<file path="src/hdl/time_window_descriptor_ring_unit_macros.svh">
// Assertion macros for the descriptor ring unit.
// Expects clk and arst_n in the scope of each use.
`ifndef TIME_WINDOW_DESCRIPTOR_RING_UNIT_MACROS_SVH
`define TIME_WINDOW_DESCRIPTOR_RING_UNIT_MACROS_SVH
`ifndef SYNTHESIS
`define TWDR_ASSERT(lbl, expr, msg) \
	lbl: assert property (@(posedge clk) disable iff (!arst_n) (expr)) else $error(msg);
`define TWDR_ASSERT_NEXT(lbl, pre, post, msg) \
	lbl: assert property (@(posedge clk) disable iff (!arst_n) (pre) |=> (post)) else $error(msg);
`else
`define TWDR_ASSERT(lbl, expr, msg)
`define TWDR_ASSERT_NEXT(lbl, pre, post, msg)
`endif
`endif

</file>
<file path="src/hdl/twdr_pkg.sv">
// Shared types and constants of the descriptor ring unit.
// No dependencies.
package twdr_pkg;

	localparam int DESC_DEPTH = 1024;
	localparam int DESC_AW    = 10;
	localparam int CNT_W      = DESC_AW + 1;
	localparam int DATA_AW    = 16;

	typedef enum logic [2:0] {
		CMD_PUSH    = 3'd0,
		CMD_CHECK   = 3'd1,
		CMD_FIND    = 3'd2,
		CMD_ACK     = 3'd3,
		CMD_MONITOR = 3'd4
	} cmd_t;

	typedef enum logic [2:0] {
		ST_OK           = 3'd0,
		ST_TRY_LATER    = 3'd1,
		ST_FAILED       = 3'd2,
		ST_OUT_OF_RANGE = 3'd3,
		ST_FULL         = 3'd4
	} status_t;

	typedef enum logic {
		CFG_OVERLAP_BEFORE = 1'b0,
		CFG_OVERLAP_AFTER  = 1'b1
	} cfg_idx_t;

	typedef struct packed {
		cmd_t        cmd;
		logic [63:0] tv;
		logic [63:0] lo_t;
		logic [63:0] hi_t;
		logic [63:0] offset;
		logic [31:0] size;
		logic        ovf;
	} req_t;

	typedef struct packed {
		logic [63:0] time_v;
		logic [63:0] offset;
		logic [31:0] size;
		logic        ovf;
	} slot_t;

	typedef struct packed {
		status_t            status;
		logic [63:0]        begin_index;
		logic [63:0]        end_index;
		logic [CNT_W-1:0]   slice_count;
		logic [63:0]        payload_begin;
		logic [63:0]        payload_end;
		logic               overflow_any;
		logic [DESC_AW-1:0] desc_read_slot;
		logic [DATA_AW-1:0] data_read_byte;
		logic [CNT_W-1:0]   desc_used;
		logic [63:0]        data_used;
		logic [63:0]        latest_time;
	} res_t;

endpackage

</file>
<file path="src/hdl/twdr_front.sv">
// Front end: config registers, window bounds, two-word request queue.
// Depends on twdr_pkg.
module twdr_front (
	input  logic              clk,
	input  logic              arst_n,
	input  logic              push,
	output logic              full,
	input  logic [2:0]        cmd,
	input  logic [63:0]       time_value,
	input  logic [31:0]       duration,
	input  logic [63:0]       payload_offset,
	input  logic [31:0]       data_size,
	input  logic              overflow_mark,
	input  logic              cfg_we,
	input  logic              cfg_index,
	input  logic [31:0]       cfg_data,
	output logic              req_valid,
	input  logic              req_take,
	output twdr_pkg::req_t    req_head
);
	import twdr_pkg::*;

	logic [31:0] ob_q, oa_q;
	req_t        q_q [2];
	logic        wr_ptr_q, rd_ptr_q;
	logic [1:0]  cnt_q;
	logic        acc;
	req_t        w_req;

	assign full      = (cnt_q == 2'd2);
	assign acc       = push && !full;
	assign req_valid = (cnt_q != 2'd0);
	assign req_head  = q_q[rd_ptr_q];

	always_comb begin
		w_req.cmd    = cmd_t'(cmd);
		w_req.tv     = time_value;
		w_req.lo_t   = time_value - {32'd0, ob_q};
		w_req.hi_t   = time_value + {32'd0, duration} + {32'd0, oa_q};
		w_req.offset = payload_offset;
		w_req.size   = data_size;
		w_req.ovf    = overflow_mark;
	end

	always_ff @(posedge clk) begin
		if (acc) begin
			q_q[wr_ptr_q] <= w_req;
		end
	end

	always_ff @(posedge clk or negedge arst_n) begin
		if (!arst_n) begin
			ob_q     <= '0;
			oa_q     <= '0;
			wr_ptr_q <= 1'b0;
			rd_ptr_q <= 1'b0;
			cnt_q    <= '0;
		end else begin
			if (cfg_we) begin
				unique case (cfg_idx_t'(cfg_index))
					CFG_OVERLAP_BEFORE: ob_q <= cfg_data;
					CFG_OVERLAP_AFTER:  oa_q <= cfg_data;
				endcase
			end
			if (acc) begin
				wr_ptr_q <= !wr_ptr_q;
			end
			if (req_take) begin
				rd_ptr_q <= !rd_ptr_q;
			end
			cnt_q <= cnt_q + {1'b0, acc} - {1'b0, req_take};
		end
	end
endmodule

</file>
<file path="config.mk">
export PLATFORM = sky130hd
export DESIGN_NAME = twdr_front
export DESIGN_NICKNAME = d
export VERILOG_FILES = /design/src/hdl/time_window_descriptor_ring_unit_macros.svh /design/src/hdl/twdr_pkg.sv /design/src/hdl/twdr_front.sv
export SDC_FILE = /design/constraint.sdc
export NUM_CORES = 1
export LEC_CHECK = 0
export CORE_MARGIN = 2
export CORE_UTILIZATION = 60
export DETAILED_ROUTE_END_ITERATION = 10
export DONT_BUFFER_PORTS = 1
export PLACE_DENSITY = 0.78
export SLEW_MARGIN = 20
export SYNTH_ARGS = -nofsm -noshare
export SYNTH_HDL_FRONTEND = slang
export SYNTH_SLANG_ARGS = --single-unit
</file>
<file path="constraint.sdc">
create_clock -name clk -period 27.3 [get_ports clk]
set_clock_uncertainty 0.15 [all_clocks]
set_input_delay 4.095 -clock clk [delete_from_list [all_inputs] [get_ports clk]]
set_output_delay 4.095 -clock clk [all_outputs]
set_load 0.02 [all_outputs]
</file>
==> impl_metrics.ini <==
[power]
total_leakage_power_nw = 11.1
total_power_mw = 3.52
powerDensity_mw_per_mm2 = 110
vdd_ir_drop_max_mv = 0.0886

[worst_setup_path]
r2r_start = oa_q[2]
worstSetupEndpointType = primary output
worst_setup_path_start_kind = flop
timing.critical_path.fanout_max = 89
cp_cell_sequence = buf_6 -> buf_4 -> mux2_2
r2r_setup_slack_ps = 22910
worst-endpoint-required_ps = 23060
crit_path_end = req_head[160]
endpoint_arrival_time_on_the_critical_path_ps = 3730
critical_path_class = reg -> out
critPathBufInv = 2
cpLargestDelayFamily = buffers and inverters
startpoint = rd_ptr_q
cp.depth = 3
crit_slowest_cell = dfrtp_4
worstReg2RegEnd = q_q[1][151]
worst_r2r_path_depth = 10
cp_peak_stage_delay_ps = 1030

[finish]
synthToLayoutAreaGrowth_pct = 9.36
final_design_area_no_fill_mm2 = 0.0319
fin_util = 0.667
finalNetCount = 2239
num-fill-cells = 3255
post_route_cells_drive_above_1_share = 0.232

[clock_network]
post_cts_hold_buffer_count = 0
cts_root_buffer = clkbuf_16
clkSlewWorstSetupHoldPaths_ps = 60
clock_tree.htree_level_count = 3
clkSinkCount = 652
tritoncts = done
cts-root-to-sink-buffers = 3
cts_inserted_buffers = 68
cts_post_setup_buffers_inserted = 0
clock_insertion_delay_at_the_later_pin_of_the_skew_report_ps = 610
cts_resized = 0

[synth]
syn_area_per_cell_um2 = 15.4
synth_cell_type_count = 63
async_flop_share = 0.104
post_synth_instance_area_mm2 = 0.0292
number_of_flops_mapped_to_enable_cells_by_yosys = 584
syn-num-nets = 2234
yosys_warnings = 0
ys_ff_latch = 652
synthesis.instances = 1900
primary_flip_flop_cell_chosen_by_synthesis_mapping = edfxtp_1
yosysSeqAreaShare = 0.659

[drt]
dr.pass1.iters = 6
routed_wirelength_normalized_by_instance_count_um = 27.5
wire_length_after_detailed_routing_mm = 70.9
via_count = 16300
routed_via_density = 6.33
postRouteAntennaNets = 0
post-route-drc-count = 0
initialDrtViolationCount = 1416

[floorplanning]
floorplan.initialDensity = 0.610
design.portCount = 528
die_area_mm2 = 0.0504
floorplan.die.width_um = 225
floorplan.core_area_mm2 = 0.0478
die_height_um = 225
rows = 80

[global_route]
grt_pass1_vias = 16300
grt_pass1_wl_mm = 103
grt_start_max_net_pins = 181
grt_antenna_before_repair = 1
grtUsageTotal = 0.277
gr-total-overflow = 0

[place]
routabilityCongestion = 0.915
detailedPlacementHpwl_mm = 50.6
dpl_cell_area_mm2 = 0.0298
numPortBuffers = 0

[timing]
final_period_minus_worst_setup_slack_ps = 7980
grt_setup_unrepaired = no
tightestPinTransition_ps = 1240
timing.final.setup_violations = 0
hold_fails_final_rpt = 0
timing.final.crit_share = 0.292
max_clock_freq_mhz = 125
timing.final.max_slew_violations = 0
timing.setup.tns_ps = 0
slew-limit-headroom = 0.171

[run_status]
status = finished clean

[min_path]
hold_path.class = reg -> reg

[flow_run]
max-cap-violations = 0
## layout by cell type (no fill, tap or decap), drive strengths merged, types with 55 or more instances in the layout
| master | n |
|---|---|
| nand2 | 116 |
| edfxtp | 584 |
| mux2 | 325 |
| clkbuf | 97 |
| a21oi | 74 |
| nor2 | 56 |
| ha | 66 |
| xnor2 | 83 |
| o21ai | 73 |
| inv | 55 |
| dfrtp | 68 |
## logic make-up (layout without fill, tap and decap cells)
logic type,count (synthesis),in the layout,share of synthesized area
XOR/XNOR,125,125,0.0375
adder cells (fa/ha/maj),100,100,0.0516
flip-flops,652,652,0.659
multiplexers,325,325,0.125
AO/OA/AOI/OAI,257,257,0.0566
AND/OR/NAND/NOR,314,314,0.0534
other,0,2,0
buffers and inverters,127,184,0.0167
## Yosys cell counts (3+ instances only)
cell type  instances  area, µm²
edfxtp_1         584      17500
mux2_2           325       3660
nand2_1          116        435
xnor2_1           83        727
a21oi_1           73        365
o21ai_0           69        345
dfrtp_1           68       1700
ha_1              66        826
clkbuf_1          61        229
nor2_1            56        210
inv_1             52        195
xor2_1            42        368
fa_1              34        681
a21o_1            30        225
nand4_1           26        163
nand3_1           20        100
nor3_1            19       95.1
and3_1            13       81.3
o21a_1            12       90.1
o21bai_1          10       75.1
or3_1             10       62.6
buf_2              9       45.0
a211oi_1           8       60.1
a31oi_1            8       50.1
nor2b_1            8       50.1
nor4_1             8       50.1
or4_1              7       52.6
and2_1             6       37.5
a31o_2             5       43.8
buf_1              5       18.8
o211ai_1           5       37.5
and4_1             4       35.0
nand2b_1           4       25.0
nor3b_1            4       30.0
o31a_1             4       35.0
o31ai_1            4       30.0
a21boi_0           3       22.5
o211a_1            3       30.0
o21ai_1            3       15.0
or2_2              3       18.8
## final cells by class
type | instances | area [µm²] | area share
well taps | 615 | 769 | 0.0241
repair buffers | 10 | 104 | 0.00325
clock inverters | 25 | 262 | 0.00819
multi-input cells | 1121 | 9490 | 0.297
clock buffers | 97 | 1860 | 0.0583
flip-flops and latches | 652 | 19200 | 0.603
diodes | 2 | 5.00 | 0.000157
inverters | 52 | 195 | 0.00611
## worst min path at each step
| stage | start | endpoint | cells past startpoint |
|---|---|---|---|
| final | oa_q[0] | oa_q[0] | 1 |
| after global routing | cnt_q[1] | cnt_q[1] | 1 |
| after CTS | cnt_q[1] | cnt_q[1] | 1 |
| after detailed placement | oa_q[0] | oa_q[0] | 1 |
| after global placement | cnt_q[1] | cnt_q[1] | 1 |
| after floorplan | cnt_q[1] | cnt_q[1] | 1 |
## where the power goes
group	internal, mW	switching, mW
logic	0.359	0.803
clock network	0.515	0.368
registers	1.40	0.0755
total	2.27	1.25
## sequential cells by signal, summed over array words and instances, names as in the netlist
register	cells
q_q	584
rd_ptr_q	1
oa_q	32
cnt_q	2
ob_q	32
wr_ptr_q	1
## through the flow
stage | setup WS, ps | cells | hold slack [ps]
2_1_floorplan | 9920 | 1900 | 310
3_3_place_gp | 19420 | 2450 | 329
3_5_place_dp | 19350 | 2450 | 345
4_1_cts | 18890 | 2572 | 359
5_1_grt | 19070 | 2574 | 374
6_report | 19320 | 2574 | 356
## per-layer routing
layer  part of all wire  vias to the layer above  global-route usage
li1                   -                     7182                   -
met2               0.48                      802               0.452
met4              0.047                        0               0.123
met5                  0                        -                   0
met1               0.36                     8163               0.325
met3               0.12                      154               0.112
## worst reg2reg max path, stage by stage, from the launching register on
cell and delay (ps):
dfrtp_1 400, fa_1 500, ha_1 310, a21oi_1 100, o211ai_1 330, nor3b_1 550, o21ai_0 320, a21o_1 320
o21ai_0 740, nand4_1 220, xnor2_1 190
(Power assumes the default switching activity.)
